--- src/design/tile_pattern_cache_engine_assert.svh ---
// ----------------------------------------------------------------------------
// Tile pattern cache engine - assertion macros
// Shorthand for the concurrent checks at the end of the top level.
// ----------------------------------------------------------------------------
`ifndef TILE_PATTERN_CACHE_ENGINE_ASSERT_SVH
`define TILE_PATTERN_CACHE_ENGINE_ASSERT_SVH

// Same-cycle implication, disabled during reset.
`define TPCE_ASSERT_IMPL(name, ante, cons, msg) \
  name: assert property (@(posedge clk) disable iff (rst) (ante) |-> (cons)) \
    else $error(msg);

// Next-cycle implication, disabled during reset.
`define TPCE_ASSERT_NEXT(name, ante, cons, msg) \
  name: assert property (@(posedge clk) disable iff (rst) (ante) |=> (cons)) \
    else $error(msg);

`endif

--- src/design/tpce_pkg.sv ---
// ----------------------------------------------------------------------------
// Tile pattern cache engine - package
// Word types, command codes and the line conversion functions.
// ----------------------------------------------------------------------------
package tpce_pkg;

  localparam int TILE_W_MAX = 12;

  localparam logic [2:0] OP_WRITE      = 3'd0;
  localparam logic [2:0] OP_INVALIDATE = 3'd1;
  localparam logic [2:0] OP_UPDATE     = 3'd2;
  localparam logic [2:0] OP_READ       = 3'd3;
  localparam logic [2:0] OP_CLEAR      = 3'd4;

  typedef struct packed {
    logic [2:0]  operation;
    logic [14:0] word_address;
    logic [15:0] write_data;
    logic [10:0] tile_index;
    logic [2:0]  line_index;
    logic        flipped;
  } in_t;

  typedef struct packed {
    logic [31:0] line_data;
    logic [14:0] lines_updated;
  } res_t;

  typedef enum logic [2:0] {
    CMD_WRITE,
    CMD_INVALIDATE,
    CMD_UPDATE,
    CMD_READ,
    CMD_CLEAR,
    CMD_NOP
  } cmd_kind_t;

  typedef struct packed {
    cmd_kind_t               kind;
    logic [TILE_W_MAX-1:0]   tile;
    logic [2:0]              line;
    logic                    odd;
    logic [15:0]             data;
    logic                    flipped;
    logic                    in_range;
  } cmd_t;

  typedef enum logic [3:0] {
    ST_INIT,
    ST_IDLE,
    ST_WR_MARK,
    ST_RD_DATA,
    ST_UP_LIST,
    ST_UP_TILE,
    ST_UP_FLAGS,
    ST_UP_SCAN,
    ST_UP_CONV,
    ST_INV,
    ST_CLR,
    ST_EMIT
  } bk_state_t;

  // Bit k of the byte lands in bit 0 of nibble k.
  function automatic logic [31:0] spread_byte(input logic [7:0] b);
    logic [31:0] r;
    r = '0;
    for (int k = 0; k < 8; k++) begin
      r[4*k] = b[k];
    end
    return r;
  endfunction

  function automatic logic [31:0] planar_line(input logic [15:0] lo, input logic [15:0] hi);
    return (spread_byte(hi[15:8]) << 3) | (spread_byte(hi[7:0]) << 2)
         | (spread_byte(lo[15:8]) << 1) | spread_byte(lo[7:0]);
  endfunction

  function automatic logic [31:0] nibble_reverse(input logic [31:0] v);
    logic [31:0] r;
    for (int k = 0; k < 8; k++) begin
      r[4*k +: 4] = v[4*(7-k) +: 4];
    end
    return r;
  endfunction

  function automatic logic [31:0] convert_line(input logic [15:0] lo, input logic [15:0] hi,
                                               input logic planar);
    return planar ? planar_line(lo, hi) : {lo, hi};
  endfunction

endpackage

--- src/design/tpce_front.sv ---
// ----------------------------------------------------------------------------
// Tile pattern cache engine - front end
// Accept input words, decode and range check them, queue two commands.
// ----------------------------------------------------------------------------
module tpce_front #(
  parameter int TILE_COUNT = 2048
) (
  input  logic          clk,
  input  logic          rst,
  input  logic          push,
  output logic          full,
  input  tpce_pkg::in_t item,
  input  logic          init_busy,
  output logic          cmd_valid,
  output tpce_pkg::cmd_t cmd,
  input  logic          cmd_take
);

  import tpce_pkg::*;

  localparam int VID_WORDS = TILE_COUNT * 16;

  cmd_t       dec;
  cmd_t       q [2];
  logic       wptr;
  logic       rptr;
  logic [1:0] cnt;
  logic       accept;

  // Decode into a command.
  always_comb begin
    dec          = '0;
    dec.kind     = CMD_NOP;
    dec.data     = item.write_data;
    dec.flipped  = item.flipped;
    unique case (item.operation)
      OP_WRITE: begin
        dec.in_range = (32'(item.word_address) < VID_WORDS);
        dec.kind     = dec.in_range ? CMD_WRITE : CMD_NOP;
        dec.tile     = TILE_W_MAX'(item.word_address[14:4]);
        dec.line     = item.word_address[3:1];
        dec.odd      = item.word_address[0];
      end
      OP_INVALIDATE: dec.kind = CMD_INVALIDATE;
      OP_UPDATE:     dec.kind = CMD_UPDATE;
      OP_READ: begin
        dec.kind     = CMD_READ;
        dec.in_range = (32'(item.tile_index) < TILE_COUNT);
        dec.tile     = TILE_W_MAX'(item.tile_index);
        dec.line     = item.line_index;
      end
      OP_CLEAR:      dec.kind = CMD_CLEAR;
      default:       dec.kind = CMD_NOP;
    endcase
  end

  assign full      = (cnt == 2'd2) || init_busy;
  assign accept    = push && !full;
  assign cmd_valid = (cnt != 2'd0);
  assign cmd       = q[rptr];

  always_ff @(posedge clk) begin
    if (accept) begin
      q[wptr] <= dec;
    end
  end

  always_ff @(posedge clk) begin
    if (rst) begin
      wptr <= 1'b0;
      rptr <= 1'b0;
      cnt  <= 2'd0;
    end else begin
      if (accept) begin
        wptr <= !wptr;
      end
      if (cmd_take) begin
        rptr <= !rptr;
      end
      cnt <= cnt + 2'(accept) - 2'(cmd_take);
    end
  end

endmodule

--- config.mk ---
export PLATFORM = sky130hd
export DESIGN_NAME = tpce_front
export DESIGN_NICKNAME = d
export VERILOG_FILES = /design/src/design/tile_pattern_cache_engine_assert.svh /design/src/design/tpce_pkg.sv /design/src/design/tpce_front.sv
export SDC_FILE = /design/constraint.sdc
export NUM_CORES = 1
export LEC_CHECK = 0
export BUFFER_PORTS_ARGS = -buffer_cell sky130_fd_sc_hd__buf_2
export CAP_MARGIN = 20
export CORE_MARGIN = 3
export CORE_UTILIZATION = 48
export CTS_BUF_LIST = sky130_fd_sc_hd__clkbuf_8
export CTS_CLUSTER_SIZE = 8
export DETAILED_ROUTE_END_ITERATION = 10
export PLACE_DENSITY = 0.82
export SLEW_MARGIN = 20
export SYNTH_ARGS = -nofsm -noshare
export SYNTH_HDL_FRONTEND = slang
export SYNTH_SLANG_ARGS = --single-unit
--- constraint.sdc ---
create_clock -name clk -period 2.5 [get_ports clk]
set_clock_uncertainty 0.2 [all_clocks]
set_input_delay 0.125 -clock clk [delete_from_list [all_inputs] [get_ports clk]]
set_output_delay 0.125 -clock clk [all_outputs]
set_load 0.02 [all_outputs]
==> impl_metrics.env <==
export IMPL_status="finished, final reports clean"
export IMPL_numCtsBuffers=9
export IMPL_met3_usage_pct=3.29
export IMPL_dieArea_mm2=0.00766
export IMPL_grt_util_met1_pct=17.8
export IMPL_die_x_um=87.5
export IMPL_areaGrowthSynthToFinish_pct=36.8
export IMPL_avgSynthCellArea_um2=17.7
export IMPL_vdd_drop_max_mv=0.409
export IMPL_place_congestion=0.681
export IMPL_grt_overflow_total=0
export IMPL_cp_data_arrival_time_ns=2.40
export IMPL_critPathLaunchType="input pin"
export IMPL_yosysWarnings=0
export IMPL_grt_max_degree=37
export IMPL_vias=2061
export IMPL_critPathMaxFanout=14
export IMPL_antenna_found_initial=0
export IMPL_cts_htree_levels=3
export IMPL_synth_area_leaders="edfxtp_1 68%, mux2_2 13%, a22oi_2 3.1%"
export IMPL_drt_total_wl_um=6230
export IMPL_synth_top_cell_area_share_pct=67.8
export IMPL_viasPerCell=5.06
export IMPL_fmax_mhz=414
export IMPL_period_share_pct=96.6
export IMPL_ys_seq_area_share_pct=70.9
export IMPL_drc=0
export IMPL_setup_slack_ns=0.0855
export IMPL_nFillCells=461
export IMPL_worstMarginPinSlew_ns=0.710
export IMPL_drtIter0Drc=88
export IMPL_initial_core_util_pct=50.0
export IMPL_cts_root_buf="clkbuf_8"
export IMPL_ioPinCount=93
export IMPL_rsz0062_at_grt="false"
export IMPL_hold_depth=3
export IMPL_syn_area_mm2=0.00319
export IMPL_postLayoutCellArea_mm2=0.00436
export IMPL_first_pass_iters=4
export IMPL_hpwl_um=3780
export IMPL_cts_tree="done"
export IMPL_synth_cells=180
export IMPL_ff2ff_path_depth=8
export IMPL_dp_cells=341
export IMPL_place_ws_ns=0.525
export IMPL_top_usage_layer="met2"
export IMPL_io_buffers=91
export IMPL_hold_violations=0
export IMPL_layout_cells_non_filler=407
export IMPL_ys_types=27
export IMPL_max_slew_margin_pct=52.7
export IMPL_cap_violations=0
export IMPL_die_y_um=87.5
export IMPL_cts_setup_buffers=0
export IMPL_report_final_slew_viol_count=0
export IMPL_setup_viol=0
export IMPL_setup_tns_final_ns=0
export IMPL_dpl_cell_area_mm2=0.00369
export IMPL_grt_pass1_vias=2055
export IMPL_leakage_nw=1.67
export IMPL_met2_usage_pct=28.8
export IMPL_core_region_area_mm2=0.00639
export IMPL_post_route_min_period_ns=2.41
export IMPL_ys_ff_latch=77
export IMPL_wl_per_cell_um=15.3
export IMPL_worstSetupPathType="input pin to flop"
export IMPL_clockBufferDepth=2
export IMPL_p_per_area_mw_per_mm2=634
export IMPL_num_antenna_cells=0
export IMPL_worstSetupEndpointType="flop"
export IMPL_cp_required_ns=2.49
export IMPL_antenna_left=0
export IMPL_rows=29
export IMPL_insertion_delay_ns=0.33
export IMPL_layout_nets=381
export IMPL_drive_above_1_share_pct=51.5
export IMPL_grt_usage_pct=16.4
export IMPL_clk_pin_slew_ns=0.08
export IMPL_synth_nets=236
export IMPL_hp_class="input pin to flop"
export IMPL_yosys_area_top_type="edfxtp_1"
export IMPL_grt_pass1_wl_um=9270
export IMPL_cts_sinks=77
[cells by family after synthesis]
kind of cell / count (synthesis) / share of synthesized area [%]
fa+ha+maj: 2 / 0.784
simple gates: 32 / 5.41
other cells: 1 / 0.118
xor+xnor: 2 / 0.549
mux: 37 / 13.1
buf+inv: 13 / 3.65
compound gates: 16 / 5.53
flops: 77 / 70.9
[cell usage after synthesis]
cell type,number
edfxtp_1,72
mux2_2,37
nor2_1,12
nor2_2,10
a22oi_2,8
buf_6,6
a22oi_1,5
dfxtp_1,5
and2_1,2
buf_2,2
ha_1,2
inv_1,2
nand2b_1,2
nor2b_1,2
a21o_1,1
a22oi_4,1
buf_12,1
buf_4,1
clkbuf_1,1
conb_1,1
nand3b_1,1
nor3_1,1
nor4b_1,1
o21ba_1,1
or2_2,1
xnor2_1,1
xor2_1,1
[critical path: stages]
cell           delay (ns)
dlygate4sd3_1        0.53
buf_2                0.16
and2_1               0.60
buf_4                0.24
a22oi_2              0.04
dlygate4sd3_1        0.58
nor2_2               0.11
[cell type report]
class	count	area (um^2)	area share [%]
flip-flops and latches	77	2260	51.9
repair buffers	145	998	22.9
multi-input cells	90	832	19.1
clock buffers	9	124	2.84
well taps	77	96.3	2.21
clock inverters	7	42.5	0.975
inverters	2	7.51	0.172
[path summary, 6_finish.rpt]
check	slack [ns]	from	endpoint
worst max register to register	0.52	cnt[0]	cnt[1]
worst min-delay path	0.03	item[37]	q[1][24]
worst max-delay path	0.09	item[46]	q[0][31]
worst min register to register	0.32	cnt[1]	cnt[1]
[per-layer routing]
layer	wire length, um	share of wire (%)	vias up
li1	-	-	968
met1	2340	38	993
met2	3320	53	80
met3	355	5.7	20
met4	211	3.4	0
met5	0	0	-
[power breakdown]
group | switching, mW | internal [mW] | total [mW]
Sequential | 0.0283 | 1.48 | 1.51
Combinational | 0.246 | 0.234 | 0.480
Clock | 0.426 | 0.352 | 0.779
Total | 0.700 | 2.07 | 2.77
[flip-flops by register name, summed over array words and instances (netlist names), named ones only]
signal  flops
cnt         2
q          72
rptr        1
wptr        1
[placed cells by master, fill, tap and decap left out]
cell | synthesis | routed
nor3_1 | 1 | 1
xnor2_1 | 1 | 1
dfxtp_1 | 5 | 4
ha_1 | 2 | 2
clkinvlp_4 | 0 | 2
nor2_4 | 0 | 3
clkinv_1 | 0 | 1
nand2b_1 | 2 | 2
edfxtp_1 | 72 | 72
inv_1 | 2 | 2
nand3b_1 | 1 | 1
and2_1 | 2 | 2
a21o_1 | 1 | 1
nor2b_1 | 2 | 2
a22oi_4 | 1 | 1
buf_4 | 1 | 3
conb_1 | 1 | 1
o21ba_1 | 1 | 1
nor2_1 | 12 | 10
or2_2 | 1 | 1
dfxtp_2 | 0 | 1
a22oi_2 | 8 | 8
buf_12 | 1 | 1
clkinv_4 | 0 | 1
nor2_2 | 10 | 9
clkbuf_8 | 0 | 9
a22oi_1 | 5 | 5
nor4b_1 | 1 | 1
clkinv_2 | 0 | 3
xor2_1 | 1 | 1
buf_2 | 2 | 91
mux2_2 | 37 | 37
dlygate4sd3_1 | 0 | 50
[per-stage QoR]
stage / power, mW / hold WS, ns / utilization (%)
floorplan: 1.81 / -0.00339 / -
global placement: 1.94 / 0.113 / 57.8
detailed placement: 1.95 / 0.116 / 57.8
CTS: 2.80 / 0.00362 / 68.3
global route: 2.89 / 0.0158 / 68.3
finish: 2.77 / 0.0350 / 68.3
[what timing repair did]
action                     in CTS  in global routing
gates resized for setup         0                  1
hold endpoints to repair       73                  0
setup endpoints to repair       0                  6
hold buffers                   50                  0
Note: power is estimated with default switching activity, not from simulation.
